$ cat config.mk
export PLATFORM = sky130hd
export DESIGN_NAME = refcounted_palette_slot_table
export DESIGN_NICKNAME = d
export VERILOG_FILES = /design/src/rtl/rpst_pkg.sv /design/src/rtl/rpst_ram.sv /design/src/rtl/rpst_scan.sv /design/src/rtl/refcounted_palette_slot_table.sv
export SDC_FILE = /design/constraint.sdc
export NUM_CORES = 1
export LEC_CHECK = 0
export ABC_AREA = 1
export CELL_PAD_IN_SITES_DETAIL_PLACEMENT = 0
export CELL_PAD_IN_SITES_GLOBAL_PLACEMENT = 1
export CORE_MARGIN = 2
export CORE_UTILIZATION = 45
export CTS_CLUSTER_SIZE = 25
export DETAILED_ROUTE_END_ITERATION = 8
export DONT_BUFFER_PORTS = 1
export PLACE_DENSITY_LB_ADDON = 0.05
export SYNTH_ARGS = -nofsm -noshare
export SYNTH_HDL_FRONTEND = slang
export SYNTH_SLANG_ARGS = --single-unit
$ cat constraint.sdc
create_clock -name clk -period 9.9 [get_ports clk]
set_clock_uncertainty 0.2 [all_clocks]
set_input_delay 1.485 -clock clk [delete_from_list [all_inputs] [get_ports clk]]
set_output_delay 1.485 -clock clk [all_outputs]
set_load 0.005 [all_outputs]
$ cat src/rtl/rpst_pkg.sv
// ----------------------------------------------------------------------------
// rpst_pkg
// Types, codes and helpers shared by the palette slot table modules.
// ----------------------------------------------------------------------------
package rpst_pkg;

    localparam int ACT_W  = 2;
    localparam int TYPE_W = 3;
    localparam int TAG_W  = 16;
    localparam int CNT_W  = 8;
    localparam int SLOT_W = 4;

    localparam logic [ACT_W-1:0] ACT_ACQUIRE = 2'd0;
    localparam logic [ACT_W-1:0] ACT_RELEASE = 2'd1;
    localparam logic [ACT_W-1:0] ACT_CLEAR   = 2'd2;

    localparam logic [TYPE_W-1:0] TYPE_FREE = 3'd0;
    localparam logic [CNT_W-1:0]  COUNT_MAX = 8'hFF;

    typedef enum logic [2:0] {
        ST_IDLE,
        ST_SCAN,
        ST_DRAIN,
        ST_APPLY,
        ST_RELEASE,
        ST_DONE
    } state_t;

    typedef struct packed {
        logic [TYPE_W-1:0] etype;
        logic [TAG_W-1:0]  tag;
        logic [CNT_W-1:0]  count;
    } entry_t;

    localparam int ENTRY_W = $bits(entry_t);

    typedef struct packed {
        logic start;    // new item: reset the tracking
        logic step;     // an entry is presented this cycle
        logic at_zero;  // the presented entry is slot 0
    } scan_ctl_t;

    typedef struct packed {
        logic   hit;
        logic   free_found;
        entry_t hit_entry;
        entry_t zero_entry;
    } scan_stat_t;

    function automatic logic [CNT_W-1:0] count_inc(input logic [CNT_W-1:0] c);
        return (c == COUNT_MAX) ? c : CNT_W'(c + 1'b1);
    endfunction

    function automatic logic [CNT_W-1:0] count_dec(input logic [CNT_W-1:0] c);
        return (c == '0) ? c : CNT_W'(c - 1'b1);
    endfunction

endpackage

$ cat src/rtl/rpst_ram.sv
// ----------------------------------------------------------------------------
// rpst_ram
// Generic single-write, single-read RAM with registered read data.
// ----------------------------------------------------------------------------
module rpst_ram #(
    parameter int WIDTH = 27,
    parameter int DEPTH = 16
) (
    input  logic                     clk,
    input  logic                     we,
    input  logic [$clog2(DEPTH)-1:0] waddr,
    input  logic [WIDTH-1:0]         wdata,
    input  logic [$clog2(DEPTH)-1:0] raddr,
    output logic [WIDTH-1:0]         rdata
);

    logic [WIDTH-1:0] mem [DEPTH];
    logic [WIDTH-1:0] rdata_reg;

    always_ff @(posedge clk)
    begin
        if (we)
        begin
            mem[waddr] <= wdata;
        end
        rdata_reg <= mem[raddr];
    end

    assign rdata = rdata_reg;

endmodule

$ cat src/rtl/rpst_scan.sv
// ----------------------------------------------------------------------------
// rpst_scan
// Shared compare unit: checks one entry a cycle against the item's type and
// tag, keeps the first match, the first free slot and the slot 0 entry.
// ----------------------------------------------------------------------------
module rpst_scan #(
    parameter int IDX_W = 4
) (
    input  logic                              clk,
    input  logic                              rst_n,
    input  rpst_pkg::scan_ctl_t               ctl,
    input  logic [IDX_W-1:0]                  idx,
    input  rpst_pkg::entry_t                  entry,
    input  logic [rpst_pkg::TYPE_W-1:0]       ref_type,
    input  logic [rpst_pkg::TAG_W-1:0]        ref_tag,
    output rpst_pkg::scan_stat_t              stat,
    output logic [IDX_W-1:0]                  hit_idx,
    output logic [IDX_W-1:0]                  free_idx
);

    logic             hit_reg;
    logic             hit_next;
    logic             free_reg;
    logic             free_next;
    logic             match;
    logic             is_free;
    logic [IDX_W-1:0] hit_idx_reg;
    logic [IDX_W-1:0] free_idx_reg;
    rpst_pkg::entry_t hit_entry_reg;
    rpst_pkg::entry_t zero_entry_reg;

    assign match   = (entry.etype == ref_type) && (entry.tag == ref_tag);
    assign is_free = (entry.etype == rpst_pkg::TYPE_FREE);

    always_comb
    begin
        hit_next  = hit_reg;
        free_next = free_reg;
        if (ctl.start)
        begin
            hit_next  = 1'b0;
            free_next = 1'b0;
        end
        else if (ctl.step)
        begin
            if (match)
            begin
                hit_next = 1'b1;
            end
            if (is_free)
            begin
                free_next = 1'b1;
            end
        end
    end

    always_ff @(posedge clk or negedge rst_n)
    begin
        if (!rst_n)
        begin
            hit_reg  <= 1'b0;
            free_reg <= 1'b0;
        end
        else
        begin
            hit_reg  <= hit_next;
            free_reg <= free_next;
        end
    end

    // keep only the lowest matching / free slot
    always_ff @(posedge clk)
    begin
        if (ctl.step && !ctl.start)
        begin
            if (match && !hit_reg)
            begin
                hit_idx_reg   <= idx;
                hit_entry_reg <= entry;
            end
            if (is_free && !free_reg)
            begin
                free_idx_reg <= idx;
            end
            if (ctl.at_zero)
            begin
                zero_entry_reg <= entry;
            end
        end
    end

    assign stat.hit        = hit_reg;
    assign stat.free_found = free_reg;
    assign stat.hit_entry  = hit_entry_reg;
    assign stat.zero_entry = zero_entry_reg;
    assign hit_idx         = hit_idx_reg;
    assign free_idx        = free_idx_reg;

endmodule

$ cat src/rtl/refcounted_palette_slot_table.sv
// ----------------------------------------------------------------------------
// refcounted_palette_slot_table
// Reference-counted table of palette slots: acquire, release and clear.
// ----------------------------------------------------------------------------
//
//  channel | direction | handshake            | payload
//  --------+-----------+----------------------+------------------------------------
//  in      | input     | in_valid / in_ready  | action, ref_type, ref_tag,
//          |           |                      | release_slot
//  out     | output    | out_valid / out_ready| slot, was_found, newly_claimed,
//          |           |                      | failed, use_count
//  cfg     | input     | cfg_valid / cfg_ready| full_fallback
//
//  Flow: an acquire scans every slot through the one RAM read port and the shared
//  compare unit, then passes the drain and apply states; a release passes the release
//  state; clear, reserved type, out-of-range releases and unused actions go straight
//  to done. in_ready returns with out_valid. One item is in work at a time.
//  Stalls: a result left waiting on out_ready holds the next one in the done state,
//  and in_ready stays low until it moves. cfg_ready is always high.
//  Reset: per-slot valid bits clear, so every slot reads unused; fallback comes up 1.
// ----------------------------------------------------------------------------
module refcounted_palette_slot_table #(
    parameter int SLOTS = 16
) (
    input  logic                              clk,
    input  logic                              rst_n,

    input  logic                              in_valid,
    output logic                              in_ready,
    input  logic [rpst_pkg::ACT_W-1:0]        action,
    input  logic [rpst_pkg::TYPE_W-1:0]       ref_type,
    input  logic [rpst_pkg::TAG_W-1:0]        ref_tag,
    input  logic [rpst_pkg::SLOT_W-1:0]       release_slot,

    output logic                              out_valid,
    input  logic                              out_ready,
    output logic [rpst_pkg::SLOT_W-1:0]       slot,
    output logic                              was_found,
    output logic                              newly_claimed,
    output logic                              failed,
    output logic [rpst_pkg::CNT_W-1:0]        use_count,

    input  logic                              cfg_valid,
    output logic                              cfg_ready,
    input  logic                              full_fallback
);

    localparam int IDX_W = $clog2(SLOTS);
    localparam int PAD_N = 1 << IDX_W;
    localparam int CMP_W = ((IDX_W > rpst_pkg::SLOT_W) ? IDX_W : rpst_pkg::SLOT_W) + 1;

    // sequencer
    rpst_pkg::state_t state_reg;
    rpst_pkg::state_t state_next;

    // configuration
    logic full_fallback_reg;

    // per-slot valid bits; an invalid slot reads as all zero
    logic [SLOTS-1:0] valid_reg;
    logic [PAD_N-1:0] valid_pad;

    // scan and read pipeline
    logic [IDX_W-1:0] scan_addr_reg;
    logic [IDX_W-1:0] rd_idx_reg;
    logic             rd_valid_reg;
    logic             step_reg;
    logic [IDX_W-1:0] rd_addr;
    logic [rpst_pkg::ENTRY_W-1:0] ram_rdata;
    rpst_pkg::entry_t rd_entry;

    // write port
    logic             wr_en;
    logic [IDX_W-1:0] wr_addr;
    rpst_pkg::entry_t wr_entry;

    // latched item
    logic [rpst_pkg::TYPE_W-1:0] type_reg;
    logic [rpst_pkg::TAG_W-1:0]  tag_reg;
    logic [rpst_pkg::SLOT_W-1:0] rel_reg;

    // result staging
    logic                         res_load;
    logic [rpst_pkg::SLOT_W-1:0]  res_slot_reg;
    logic [rpst_pkg::SLOT_W-1:0]  res_slot_next;
    logic                         res_found_reg;
    logic                         res_found_next;
    logic                         res_new_reg;
    logic                         res_new_next;
    logic                         res_fail_reg;
    logic                         res_fail_next;
    logic [rpst_pkg::CNT_W-1:0]   res_count_reg;
    logic [rpst_pkg::CNT_W-1:0]   res_count_next;

    // output register
    logic                         out_valid_reg;
    logic                         out_load;
    logic [rpst_pkg::SLOT_W-1:0]  out_slot_reg;
    logic                         out_found_reg;
    logic                         out_new_reg;
    logic                         out_fail_reg;
    logic [rpst_pkg::CNT_W-1:0]   out_count_reg;

    // scan unit
    rpst_pkg::scan_ctl_t  scan_ctl;
    rpst_pkg::scan_stat_t scan_stat;
    logic [IDX_W-1:0]     hit_idx;
    logic [IDX_W-1:0]     free_idx;

    // misc decode
    logic                         accept;
    logic                         rel_in_range;
    logic [rpst_pkg::CNT_W-1:0]   inc_base;
    logic [rpst_pkg::CNT_W-1:0]   inc_count;
    logic [rpst_pkg::CNT_W-1:0]   dec_count;
    logic                         clear_all;

    assign accept       = in_valid && in_ready;
    assign rel_in_range = CMP_W'(release_slot) < CMP_W'(SLOTS);
    assign valid_pad    = PAD_N'(valid_reg);
    assign rd_entry     = rd_valid_reg ? rpst_pkg::entry_t'(ram_rdata) : '0;
    assign cfg_ready    = 1'b1;

    // ------------------------------------------------------------------
    // storage and compare unit
    // ------------------------------------------------------------------
    rpst_ram #(
        .WIDTH (rpst_pkg::ENTRY_W),
        .DEPTH (SLOTS)
    ) u_ram (
        .clk   (clk),
        .we    (wr_en),
        .waddr (wr_addr),
        .wdata (wr_entry),
        .raddr (rd_addr),
        .rdata (ram_rdata)
    );

    assign scan_ctl.start   = accept;
    assign scan_ctl.step    = step_reg;
    assign scan_ctl.at_zero = (rd_idx_reg == '0);

    rpst_scan #(
        .IDX_W (IDX_W)
    ) u_scan (
        .clk      (clk),
        .rst_n    (rst_n),
        .ctl      (scan_ctl),
        .idx      (rd_idx_reg),
        .entry    (rd_entry),
        .ref_type (type_reg),
        .ref_tag  (tag_reg),
        .stat     (scan_stat),
        .hit_idx  (hit_idx),
        .free_idx (free_idx)
    );

    // one saturating increment shared by hit, claim and fallback
    always_comb
    begin
        if (scan_stat.hit)
        begin
            inc_base = scan_stat.hit_entry.count;
        end
        else if (scan_stat.free_found)
        begin
            inc_base = '0;
        end
        else
        begin
            inc_base = scan_stat.zero_entry.count;
        end
    end

    assign inc_count = rpst_pkg::count_inc(inc_base);
    assign dec_count = rpst_pkg::count_dec(rd_entry.count);

    // ------------------------------------------------------------------
    // next state
    // ------------------------------------------------------------------
    always_comb
    begin
        state_next = state_reg;
        case (state_reg)
            rpst_pkg::ST_IDLE:
            begin
                if (in_valid)
                begin
                    if (action == rpst_pkg::ACT_ACQUIRE && ref_type != rpst_pkg::TYPE_FREE)
                    begin
                        state_next = rpst_pkg::ST_SCAN;
                    end
                    else if (action == rpst_pkg::ACT_RELEASE && rel_in_range)
                    begin
                        state_next = rpst_pkg::ST_RELEASE;
                    end
                    else
                    begin
                        state_next = rpst_pkg::ST_DONE;
                    end
                end
            end
            rpst_pkg::ST_SCAN:
            begin
                if (scan_addr_reg == IDX_W'(SLOTS - 1))
                begin
                    state_next = rpst_pkg::ST_DRAIN;
                end
            end
            rpst_pkg::ST_DRAIN:   state_next = rpst_pkg::ST_APPLY;
            rpst_pkg::ST_APPLY:   state_next = rpst_pkg::ST_DONE;
            rpst_pkg::ST_RELEASE: state_next = rpst_pkg::ST_DONE;
            rpst_pkg::ST_DONE:
            begin
                if (!out_valid_reg || out_ready)
                begin
                    state_next = rpst_pkg::ST_IDLE;
                end
            end
            default:              state_next = rpst_pkg::ST_IDLE;
        endcase
    end

    // ------------------------------------------------------------------
    // state outputs
    // ------------------------------------------------------------------
    always_comb
    begin
        in_ready       = 1'b0;
        rd_addr        = scan_addr_reg;
        wr_en          = 1'b0;
        wr_addr        = '0;
        wr_entry       = '0;
        clear_all      = 1'b0;
        out_load       = 1'b0;
        res_load       = 1'b0;
        res_slot_next  = '0;
        res_found_next = 1'b0;
        res_new_next   = 1'b0;
        res_fail_next  = 1'b0;
        res_count_next = '0;
        case (state_reg)
            rpst_pkg::ST_IDLE:
            begin
                in_ready = 1'b1;
                // read the release target right away
                rd_addr  = IDX_W'(release_slot);
                if (in_valid)
                begin
                    res_load = 1'b1;
                    case (action)
                        rpst_pkg::ACT_ACQUIRE:
                        begin
                            // reserved type fails; a real acquire is overwritten later
                            res_fail_next = 1'b1;
                        end
                        rpst_pkg::ACT_RELEASE:
                        begin
                            res_slot_next = release_slot;
                        end
                        rpst_pkg::ACT_CLEAR:
                        begin
                            clear_all = 1'b1;
                        end
                        default:
                        begin
                            res_slot_next = '0;
                        end
                    endcase
                end
            end
            rpst_pkg::ST_APPLY:
            begin
                res_load = 1'b1;
                if (scan_stat.hit)
                begin
                    wr_en          = 1'b1;
                    wr_addr        = hit_idx;
                    wr_entry       = scan_stat.hit_entry;
                    wr_entry.count = inc_count;
                    res_slot_next  = rpst_pkg::SLOT_W'(hit_idx);
                    res_found_next = 1'b1;
                    res_count_next = inc_count;
                end
                else if (scan_stat.free_found)
                begin
                    wr_en          = 1'b1;
                    wr_addr        = free_idx;
                    wr_entry.etype = type_reg;
                    wr_entry.tag   = tag_reg;
                    wr_entry.count = inc_count;
                    res_slot_next  = rpst_pkg::SLOT_W'(free_idx);
                    res_new_next   = 1'b1;
                    res_count_next = inc_count;
                end
                else if (full_fallback_reg)
                begin
                    // table full: charge slot 0
                    wr_en          = 1'b1;
                    wr_addr        = '0;
                    wr_entry       = scan_stat.zero_entry;
                    wr_entry.count = inc_count;
                    res_count_next = inc_count;
                end
                else
                begin
                    res_fail_next = 1'b1;
                end
            end
            rpst_pkg::ST_RELEASE:
            begin
                res_load       = 1'b1;
                wr_en          = 1'b1;
                wr_addr        = IDX_W'(rel_reg);
                // a count that reaches zero frees the slot
                if (dec_count != '0)
                begin
                    wr_entry       = rd_entry;
                    wr_entry.count = dec_count;
                end
                res_slot_next  = rel_reg;
                res_count_next = dec_count;
            end
            rpst_pkg::ST_DONE:
            begin
                out_load = !out_valid_reg || out_ready;
            end
            default:
            begin
                rd_addr = scan_addr_reg;
            end
        endcase
    end

    // ------------------------------------------------------------------
    // control registers
    // ------------------------------------------------------------------
    always_ff @(posedge clk or negedge rst_n)
    begin
        if (!rst_n)
        begin
            state_reg         <= rpst_pkg::ST_IDLE;
            full_fallback_reg <= 1'b1;
            valid_reg         <= '0;
            step_reg          <= 1'b0;
            rd_valid_reg      <= 1'b0;
            scan_addr_reg     <= '0;
            out_valid_reg     <= 1'b0;
        end
        else
        begin
            state_reg    <= state_next;
            step_reg     <= (state_reg == rpst_pkg::ST_SCAN);
            rd_valid_reg <= valid_pad[rd_addr];

            if (cfg_valid && cfg_ready)
            begin
                full_fallback_reg <= full_fallback;
            end

            // advance the scan address, restart on each new item
            if (accept)
            begin
                scan_addr_reg <= '0;
            end
            else if (state_reg == rpst_pkg::ST_SCAN)
            begin
                scan_addr_reg <= IDX_W'(scan_addr_reg + 1'b1);
            end

            if (clear_all)
            begin
                valid_reg <= '0;
            end
            else if (wr_en)
            begin
                valid_reg[wr_addr] <= 1'b1;
            end

            if (out_load)
            begin
                out_valid_reg <= 1'b1;
            end
            else if (out_ready)
            begin
                out_valid_reg <= 1'b0;
            end
        end
    end

    // ------------------------------------------------------------------
    // payload registers
    // ------------------------------------------------------------------
    always_ff @(posedge clk)
    begin
        rd_idx_reg <= rd_addr;

        if (accept)
        begin
            type_reg <= ref_type;
            tag_reg  <= ref_tag;
            rel_reg  <= release_slot;
        end

        if (res_load)
        begin
            res_slot_reg  <= res_slot_next;
            res_found_reg <= res_found_next;
            res_new_reg   <= res_new_next;
            res_fail_reg  <= res_fail_next;
            res_count_reg <= res_count_next;
        end

        if (out_load)
        begin
            out_slot_reg  <= res_slot_reg;
            out_found_reg <= res_found_reg;
            out_new_reg   <= res_new_reg;
            out_fail_reg  <= res_fail_reg;
            out_count_reg <= res_count_reg;
        end
    end

    assign out_valid     = out_valid_reg;
    assign slot          = out_slot_reg;
    assign was_found     = out_found_reg;
    assign newly_claimed = out_new_reg;
    assign failed        = out_fail_reg;
    assign use_count     = out_count_reg;

endmodule

# After elaboration in Yosys (flattened, before gate mapping)
# Memory sizes are Yosys's and may differ from the RTL's. A register that Yosys moved wholly into a read port is not among the register bits.
# Index checks and enable logic that the tools add are counted.
# totals
ff_bits,148
mem_bits_rw,432
input_bits,31
output_inout_bits,18
word_cells,151
mem_count,1
# mem_list
memory,depth,width,rd,rd_clocked_by_memory_dff,write_ports,line_no,source
u_ram.mem,16,27,1,1,1,rpst_ram.sv:17,logic [WIDTH-1:0] mem [DEPTH];
# op_classes
addsub,3
magnitude_cmp,3
eq_ne,14
mux,64
n_bitwise,2
reduce_logical,33
# op_table
op,n
$mux 27,5
$mux 8,7
$pmux 27 s2,1
$mux 16,2
$mux 1,29
$mux 4,7
$eq 16x16->1,1
$or 16x16->16,1
$pmux 8 s2,1
$pmux 3 s5,1
$mux 3,4
$pmux 4 s3,1
$reduce_bool 2->1,6
$lt 4x5->1 const B,2
$reduce_and 2->1,5
$add 8x1->8 const B,1
$eq 8x8->1 const B,1
$logic_not 8->1,1
$pmux 4 s2,1
$reduce_bool 8->1,1
$sub 8x1->8 const B,1
$logic_and 1x1->1,7
$eq 3x2->1 const B,2
$eq 3x3->1 const B,2
other kinds (20),29

# Logic depth before layout (Yosys ltp)
# Gate-level depths: netlist of the first run.
# depth
depth_word,10
ltp_mapped,14
ltp_nobuf,12

# Hierarchy
# Synthesis of the first run repeated with hierarchy kept, for this count alone.
# hier_totals
hier_cells,2606
area_unflattened_um2,26375.3
# modules_own_cells
mod,n_inst,cells_per_inst,area_per_inst_um2,seq_area_each_um2
rpst_ram,1,1793,19073.3,13513.0
refcounted_palette_slot_table,1,642,4931.0,2348.5
rpst_scan,1,171,2371.0,1911.8

# Worst setup path after synthesis of the first run
# Ideal clock, no wire load.
# synth_path
kind,input to register
startpoint,input port in_valid
endpoint,"register u_scan.zero_entry_reg (netlist bit u_scan.stat[0]), enable pin"
setup_time_ps,445
arrival_ps,3685
t_required_ps,9255
setup_slack_ps,5570
cell_stages,4
n_path_buf,1
cell_sequence,nand2_1 -> buf_2 -> nand2_1 -> nor3_1
# synth_between
elab_chain_len,4
# synth_lines
item,line_no,source
from (decl),refcounted_palette_slot_table.sv:28,"input logic in_valid,"
$logic_and 1x1->1,refcounted_palette_slot_table.sv:118,assign accept = in_valid && in_ready;
$logic_not 1->1,rpst_scan.sv:74,if (ctl.step && !ctl.start)
$logic_and 1x1->1,rpst_scan.sv:74,
$reduce_and 2->1 (no source line),n/a,
to (signal assigned),rpst_scan.sv:87,zero_entry_reg <= entry;
to (decl),rpst_scan.sv:30,rpst_pkg::entry_t zero_entry_reg;
# No other way between the ends.
# A chain may end at the register's enable or synchronous reset.

# Worst setup path in the final report of the first run
# layout_path
startpoint,input port release_slot[0] in the netlist's numbering
endpoint,"register u_ram.rdata_reg[14] (netlist: u_ram.rdata[14]), read port of u_ram.mem"
# layout_between
elab_chain_len,1
# layout_lines
item,line_no,source
from (decl),refcounted_palette_slot_table.sv:33,"input logic [rpst_pkg::SLOT_W-1:0] release_slot,"
$mux 4,refcounted_palette_slot_table.sv:242,case (state_reg)
to (decl),rpst_ram.sv:18,logic [WIDTH-1:0] rdata_reg;
# No other way between the ends.

==> flow_metrics.py, run 1 <==
metrics = {
    "status": {
        "status": "finished clean",
    },
    "worst_hold_path": {
        "hp-start": "res_count_reg[2]$_DFFE_PP_",
        "holdCritPathClass": "flip-flop to flip-flop",
        "worstHoldPathCells": 0,
        "min_to": "use_count[2]$_DFFE_PP_",
    },
    "clocking": {
        "cts_tree": "yes",
        "insertion_delay_ns": 0.60,
        "clkTransAtPathRegs_ns": 0.05,
        "cts_root_buffer": "clkbuf_16",
        "clockBufferDepth": 3,
        "cts_resized": 0,
        "htree_levels": 3,
        "cts_buffers": 67,
        "cts.sinks": 607,
        "post_cts_buffers": 0,
        "postCtsHoldBufs": 0,
    },
    "place": {
        "place_congestion": 0.795,
        "portBuffers": 0,
        "dp_hpwl_um": 35400,
    },
    "critical_path": {
        "crit_type": "input pin to flip-flop",
        "arrival_ns": 4.04,
        "path_buf_inv": 2,
        "worstReg2RegEnd": "u_scan.stat[30]$_DFFE_PP_",
        "cp.required_ns": 10.17,
        "crit_slowest_cell": "buf_4",
        "worst_path_most_repeated_cell": "nand3_1",
        "start_kind": "input pin",
        "timing.rr.start": "rd_valid_reg$_DFF_PN0_",
        "critPathMaxStageDelay_ns": 0.88,
        "r2r_setup_slack_ns": 6.23,
        "critical_path.endpoint_type": "flip-flop",
        "reg2regPathDepth": 9,
        "crit_fanout": 90,
        "critPathTopFamily": "simple AND/OR/NAND/NOR gates",
        "crit_chain": "inv_1 -> nand3_1 -> nand2_4 -> buf_4 -> nand2_1 -> nand3_1 -> nand3_1 -> nand3_1 -> nand2_1",
    },
    "final_layout": {
        "fillers": 5120,
        "syn2layout_area_growth_pct": 10.8,
        "largest_reg_flops": 432,
        "layout.nets": 2433,
        "seq_area_sq_mm": 0.0178,
        "drive_gt1_frac": 0.0686,
        "multi_input_area_sq_mm": 0.00631,
        "diodes": 0,
    },
    "routing": {
        "firstDrtPassIters": 6,
        "viasPerCell": 5.16,
        "drt_wl_total_um": 68200,
        "drtIter0Drc": 1484,
        "num_vias": 16500,
        "ant_nets": 0,
        "drc_errors": 0,
        "wl_per_cell_um": 21.3,
    },
    "floorplanning": {
        "initial_utilization": 0.455,
        "die_h_um": 243,
        "core_sq_mm": 0.0563,
        "rows": 87,
        "die_area_sq_mm": 0.0588,
        "io_pins": 49,
        "die_w_um": 243,
    },
    "yosys": {
        "synthCells": 2399,
        "syn_area_per_cell_sq_um": 10.7,
        "yosys_most_used_dff": "edfxtp_1",
        "seq_area_frac_synth": 0.694,
        "synth.ff_latch_count": 607,
        "synth_area_sq_mm": 0.0256,
        "syn_nets": 2434,
        "async_reset_ff_frac": 0.0478,
        "ys_types": 45,
        "synth_enable_flop_cells": 547,
        "yosysWarnings": 0,
    },
    "power_and_ir_drop": {
        "vdd_drop_max_mv": 0.221,
        "power.density_mw_per_mm2": 322,
        "power_leakage_nw": 11.5,
        "p_total_mw": 9.14,
    },
    "sta": {
        "fmax_mhz": 265,
        "slew_viol_final": 0,
        "setup_viol": 0,
        "fin_hold_ws_ns": 0.217,
        "post-route-period-util": 0.381,
        "slew_headroom": 0.128,
        "finalHoldViolCount": 0,
        "setup_tns_ns": 0,
        "rsz0062_at_grt": "no",
        "tightest_slew_ns": 1.31,
        "fin_crit_ns": 3.77,
    },
    "global_routing": {
        "grt_util_all_layers": 0.233,
        "grt.overflow.total": 0,
        "antenna_found_initial": 0,
        "grt_pass1_vias": 15700,
        "grt_max_degree": 118,
        "grt_pass1_wl_um": 102000,
    },
    "flow_run": {
        "cap_violations": 0,
    },
}
## logic make-up after synthesis
kind of cell | Yosys count | share of synthesized area
xor+xnor | 18 | 0.00616
fa+ha+maj | 4 | 0.00195
compound gates | 134 | 0.0331
buf+inv | 371 | 0.0618
other cells | 1 | 0.000146
simple gates | 1264 | 0.203
flops | 607 | 0.694
## placed cells by master (no fill, tap or decap), drive strengths merged, types with 4 or more instances in the layout
cell type,instances
nand4,5
inv,248
a22oi,20
xnor2,6
nand3,261
clkinv,34
dfxtp,31
edfxtp,547
nor2,71
nand2,918
xor2,12
ha,4
buf,41
nor3,6
clkbuf,96
o211ai,28
o21ai,57
a21oi,18
dfrtp,28
## worst register-to-register path: stages, from the launching register on
cell,delay [ns]
dfrtp_1,0.63
buf_4,0.38
nand2_1,0.28
a22o_1,0.27
nor2_1,0.08
nand2_1,0.08
nor2_1,0.09
nand3_1,0.16
nor2_2,0.74
buf_4,0.42
## worst max path at each step
stage | cells after the start | endpoint | slack (ns) | from
3_5_place_dp | 9 | u_ram.rdata[14]$_DFF_P_ | 5.55 | release_slot[0]
6_report | 9 | u_ram.rdata[14]$_DFF_P_ | 6.13 | release_slot[0]
3_3_place_gp | 10 | u_ram.rdata[11]$_DFF_P_ | 5.53 | release_slot[0]
4_1_cts | 10 | u_scan.stat[30]$_DFFE_PP_ | 6.14 | rd_valid_reg$_DFF_PN0_
2_1_floorplan | 4 | u_scan.stat[0]$_DFFE_PP_ | 5.57 | in_valid
5_1_grt | 10 | u_ram.rdata[14]$_DFF_P_ | 5.90 | release_slot[0]
## cell usage after synthesis, types with 2 or more instances
master / number / area [sq um]
o22ai_1: 3 / 18.8
o21ai_2: 5 / 43.8
xor2_1: 12 / 105
ha_1: 4 / 50.1
a22oi_1: 20 / 150
nor2_1: 63 / 236
nor3_1: 4 / 20.0
inv_2: 3 / 11.3
o211ai_1: 28 / 210
nand2_2: 9 / 56.3
nand2_4: 3 / 33.8
nor3_2: 2 / 20.0
nor2_2: 5 / 31.3
nand3_1: 261 / 1310
inv_1: 256 / 961
nand2_1: 906 / 3400
a21oi_1: 18 / 90.1
buf_1: 10 / 37.5
dfrtp_1: 28 / 701
buf_4: 16 / 120
edfxtp_1: 547 / 16400
dfxtp_1: 31 / 621
nor2_4: 3 / 33.8
nand4_1: 5 / 31.3
o21ai_0: 45 / 225
buf_2: 61 / 305
o21ai_1: 6 / 30.0
xnor2_1: 6 / 52.6
clkbuf_1: 17 / 63.8
buf_6: 7 / 78.8
## where the power goes
part	switching [mW]	leakage [nW]	internal (mW)
combinational	2.43	4.84	0.879
sequential	0.144	5.64	3.33
clock	0.986	1.01	1.37
total	3.56	11.5	5.58
## through the flow
stage                     std cells  setup WS, ns  cell area (sq um)   util
after detailed placement       3085          5.55              26300  0.468
after global routing           3205          5.90              28400  0.504
after global placement         3085          5.53              26300  0.468
after floorplan                2399          5.57              25600      -
after CTS                      3205          6.14              28400  0.504
final                          3205          6.13              28400  0.504
## per-layer routing
metal  global-route usage  part of all wire
met3               0.0339             0.058
met1                0.350              0.47
met4               0.0650             0.020
met2                0.356              0.45
met5                    0                 0
## area by class of cell
type,instances,area share
clock buffer,96,0.0662
inverter,260,0.0344
timing repair buffer,41,0.0109
multi-input combinational,1421,0.222
tap,756,0.0334
sequential,607,0.627
clock inverter,24,0.00587
Power figures use the tool's default switching activity.
==> run 2, diff against run 1 <==
==> constraint.sdc (replaced) <==
create_clock -name clk -period 3.7 [get_ports clk]
set_clock_uncertainty 0.2 [all_clocks]
set_input_delay 0.555 -clock clk [delete_from_list [all_inputs] [get_ports clk]]
set_output_delay 0.555 -clock clk [all_outputs]
set_load 0.005 [all_outputs]
==> run 2 against run 1 <==
Via count rose by 1.8%; register-to-register slack got worse by 5.7 ns; utilization rose by 1.6 points; sequential share of layout area fell by 1.9 points; global-route usage rose by 0.83 points; combinational power rose to 2.9 times the previous value; routed wire length rose by 3.8%; sequential power rose to 2.7 times the previous value; critical endpoint is now u_ram.mem[7][20]$_DFFE_PP_; largest power group is now combinational cells.
==> flow_metrics.py, run 2 (synthesized netlist as in run 1, its figures left out) <==
metrics = {
    "status": {
        "status": "finished clean",
    },
    "critical_path": {
        "r2r_setup_slack_ns": 0.50,
        "timing.rr.start": "rd_valid_reg$_DFF_PN0_",
        "reg2regPathDepth": 12,
        "startpoint": "rd_valid_reg$_DFF_PN0_",
        "critical_path.endpoint_type": "flip-flop",
        "endpoint": "u_ram.mem[7][20]$_DFFE_PP_",
        "arrival_ns": 3.18,
        "crit_type": "flip-flop to flip-flop",
        "worstReg2RegEnd": "u_ram.mem[7][20]$_DFFE_PP_",
        "crit_fanout": 19,
        "start_kind": "flip-flop",
        "cp.required_ns": 3.68,
    },
    "routing": {
        "viasPerCell": 5.15,
        "drtIter0Drc": 1702,
        "wl_per_cell_um": 21.6,
        "drt_wl_total_um": 70700,
        "firstDrtPassIters": 6,
        "num_vias": 16800,
        "drc_errors": 0,
        "ant_nets": 0,
    },
    "clocking": {
        "cts_resized": 0,
        "postCtsHoldBufs": 30,
        "insertion_delay_ns": 0.59,
        "clockBufferDepth": 3,
        "cts.sinks": 607,
        "htree_levels": 3,
        "cts_buffers": 69,
        "cts_tree": "yes",
        "clkTransAtPathRegs_ns": 0.06,
        "post_cts_buffers": 0,
        "cts_root_buffer": "clkbuf_16",
    },
    "final_layout": {
        "largest_reg_flops": 432,
        "final_common_cell": "nand2_1",
        "drive_gt1_frac": 0.0807,
        "diodes": 0,
        "stdcell_count": 3271,
        "layout.nets": 2498,
        "syn2layout_area_growth_pct": 14.2,
        "layout_common_cells": "nand2_1 (905), edfxtp_1 (547), nand3_1 (261)",
    },
    "sta": {
        "tightest_slew_ns": 1.13,
        "slew_viol_final": 0,
        "fin_crit_ns": 3.20,
        "finalHoldViolCount": 0,
        "setup_viol": 0,
        "setup_tns_ns": 0,
        "slew_headroom": 0.242,
        "rsz0062_at_grt": "no",
        "post-route-period-util": 0.864,
        "fmax_mhz": 313,
    },
    "place": {
        "place_congestion": 0.859,
        "portBuffers": 0,
        "dp.cells": 3118,
        "dp_hpwl_um": 39300,
    },
    "floorplanning": {
        "io_pins": 49,
        "die_h_um": 243,
        "initial_utilization": 0.455,
        "die_area_sq_mm": 0.0588,
        "die_w_um": 243,
        "core_sq_mm": 0.0563,
        "rows": 87,
    },
    "global_routing": {
        "grt.overflow.total": 0,
        "grt_pass1_vias": 16000,
        "grt_max_degree": 63,
        "antenna_found_initial": 1,
        "grt_util_all_layers": 0.242,
        "grt_pass1_wl_um": 105000,
    },
    "power_and_ir_drop": {
        "vdd_drop_max_mv": 0.588,
        "power.density_mw_per_mm2": 868,
        "power_leakage_nw": 11.9,
    },
    "flow_run": {
        "cap_violations": 0,
    },
    "worst_hold_path": {
        "holdCritPathClass": "input pin to flip-flop",
    },
}
## run 2: cell count changes in the layout (fill, tap and decap cells not counted)
cell and change:
clkinv_1 -1, dlygate4sd3_1 +29, clkbuf_1 +3, buf_12 +21, inv_6 -1, bufinv_16 +1, clkinv_2 -3, clkbuf_16 +2
clkinvlp_4 +2, buf_4 +13
## run 2: layer usage
layer  part of all wire  GRT usage  wire [um]  vias to the layer above
met1               0.47      0.361      33500                     8155
met4              0.017     0.0646       1210                        0
met3              0.064     0.0424       4500                       75
met5                  0          0          0                        -
met2               0.45      0.365      31500                      533
li1                   -          -          -                     8067
## run 2: final cells by class
type | instances | area (sq um)
multi-input combinational | 1421 | 6310
timing repair buffer | 104 | 1120
tap | 756 | 946
inverter | 260 | 976
clock inverter | 22 | 184
clock buffer | 101 | 1940
sequential | 607 | 17800
fill | 5036 | 27000
## run 2: report_power, final
part	leakage, nW	internal [mW]	switching, mW
sequential	5.64	8.90	0.354
combinational	5.22	2.80	6.88
clock	1.03	3.84	2.61
## run 2: worst max-delay path: stages (launching register included)
cell	delay [ns]
dfrtp_1	0.56
nand2_1	0.20
ha_1	0.23
nand2_1	0.08
nor2_2	0.05
nand2_4	0.11
nand2_1	0.06
nand2_1	0.10
nand2_1	0.08
nor2_2	0.10
nand2_2	0.45
nand2_1	0.20
nand2_1	0.35
## run 2: through the flow
step / hold WS (ns) / worst slack [ns] / util / cell area, sq um / power [mW]
2_1_floorplan: 0.0594 / 0.104 / - / 25600 / 15.7
6_report: 0.108 / 0.502 / 0.520 / 29200 / 25.4
3_5_place_dp: 0.0606 / 0.531 / 0.476 / 26800 / 19.0
4_1_cts: 0.0624 / 0.524 / 0.520 / 29200 / 25.6
3_3_place_gp: 0.0604 / 0.550 / 0.476 / 26800 / 19.0
5_1_grt: 0.107 / 0.309 / 0.520 / 29200 / 27.0
## run 2: worst min-delay path by stage
stage,cells past startpoint,startpoint,slack (ns),endpoint
CTS,2,in_valid,0.06,state_reg[1]$_DFFE_PN0P_
detailed placement,0,rst_n,0.06,scan_addr_reg[1]$_DFFE_PN0P_
global placement,0,rst_n,0.06,scan_addr_reg[1]$_DFFE_PN0P_
floorplan,0,rst_n,0.06,out_valid$_DFFE_PN0P_
global route,2,in_valid,0.11,state_reg[1]$_DFFE_PN0P_
finish,2,in_valid,0.11,state_reg[1]$_DFFE_PN0P_
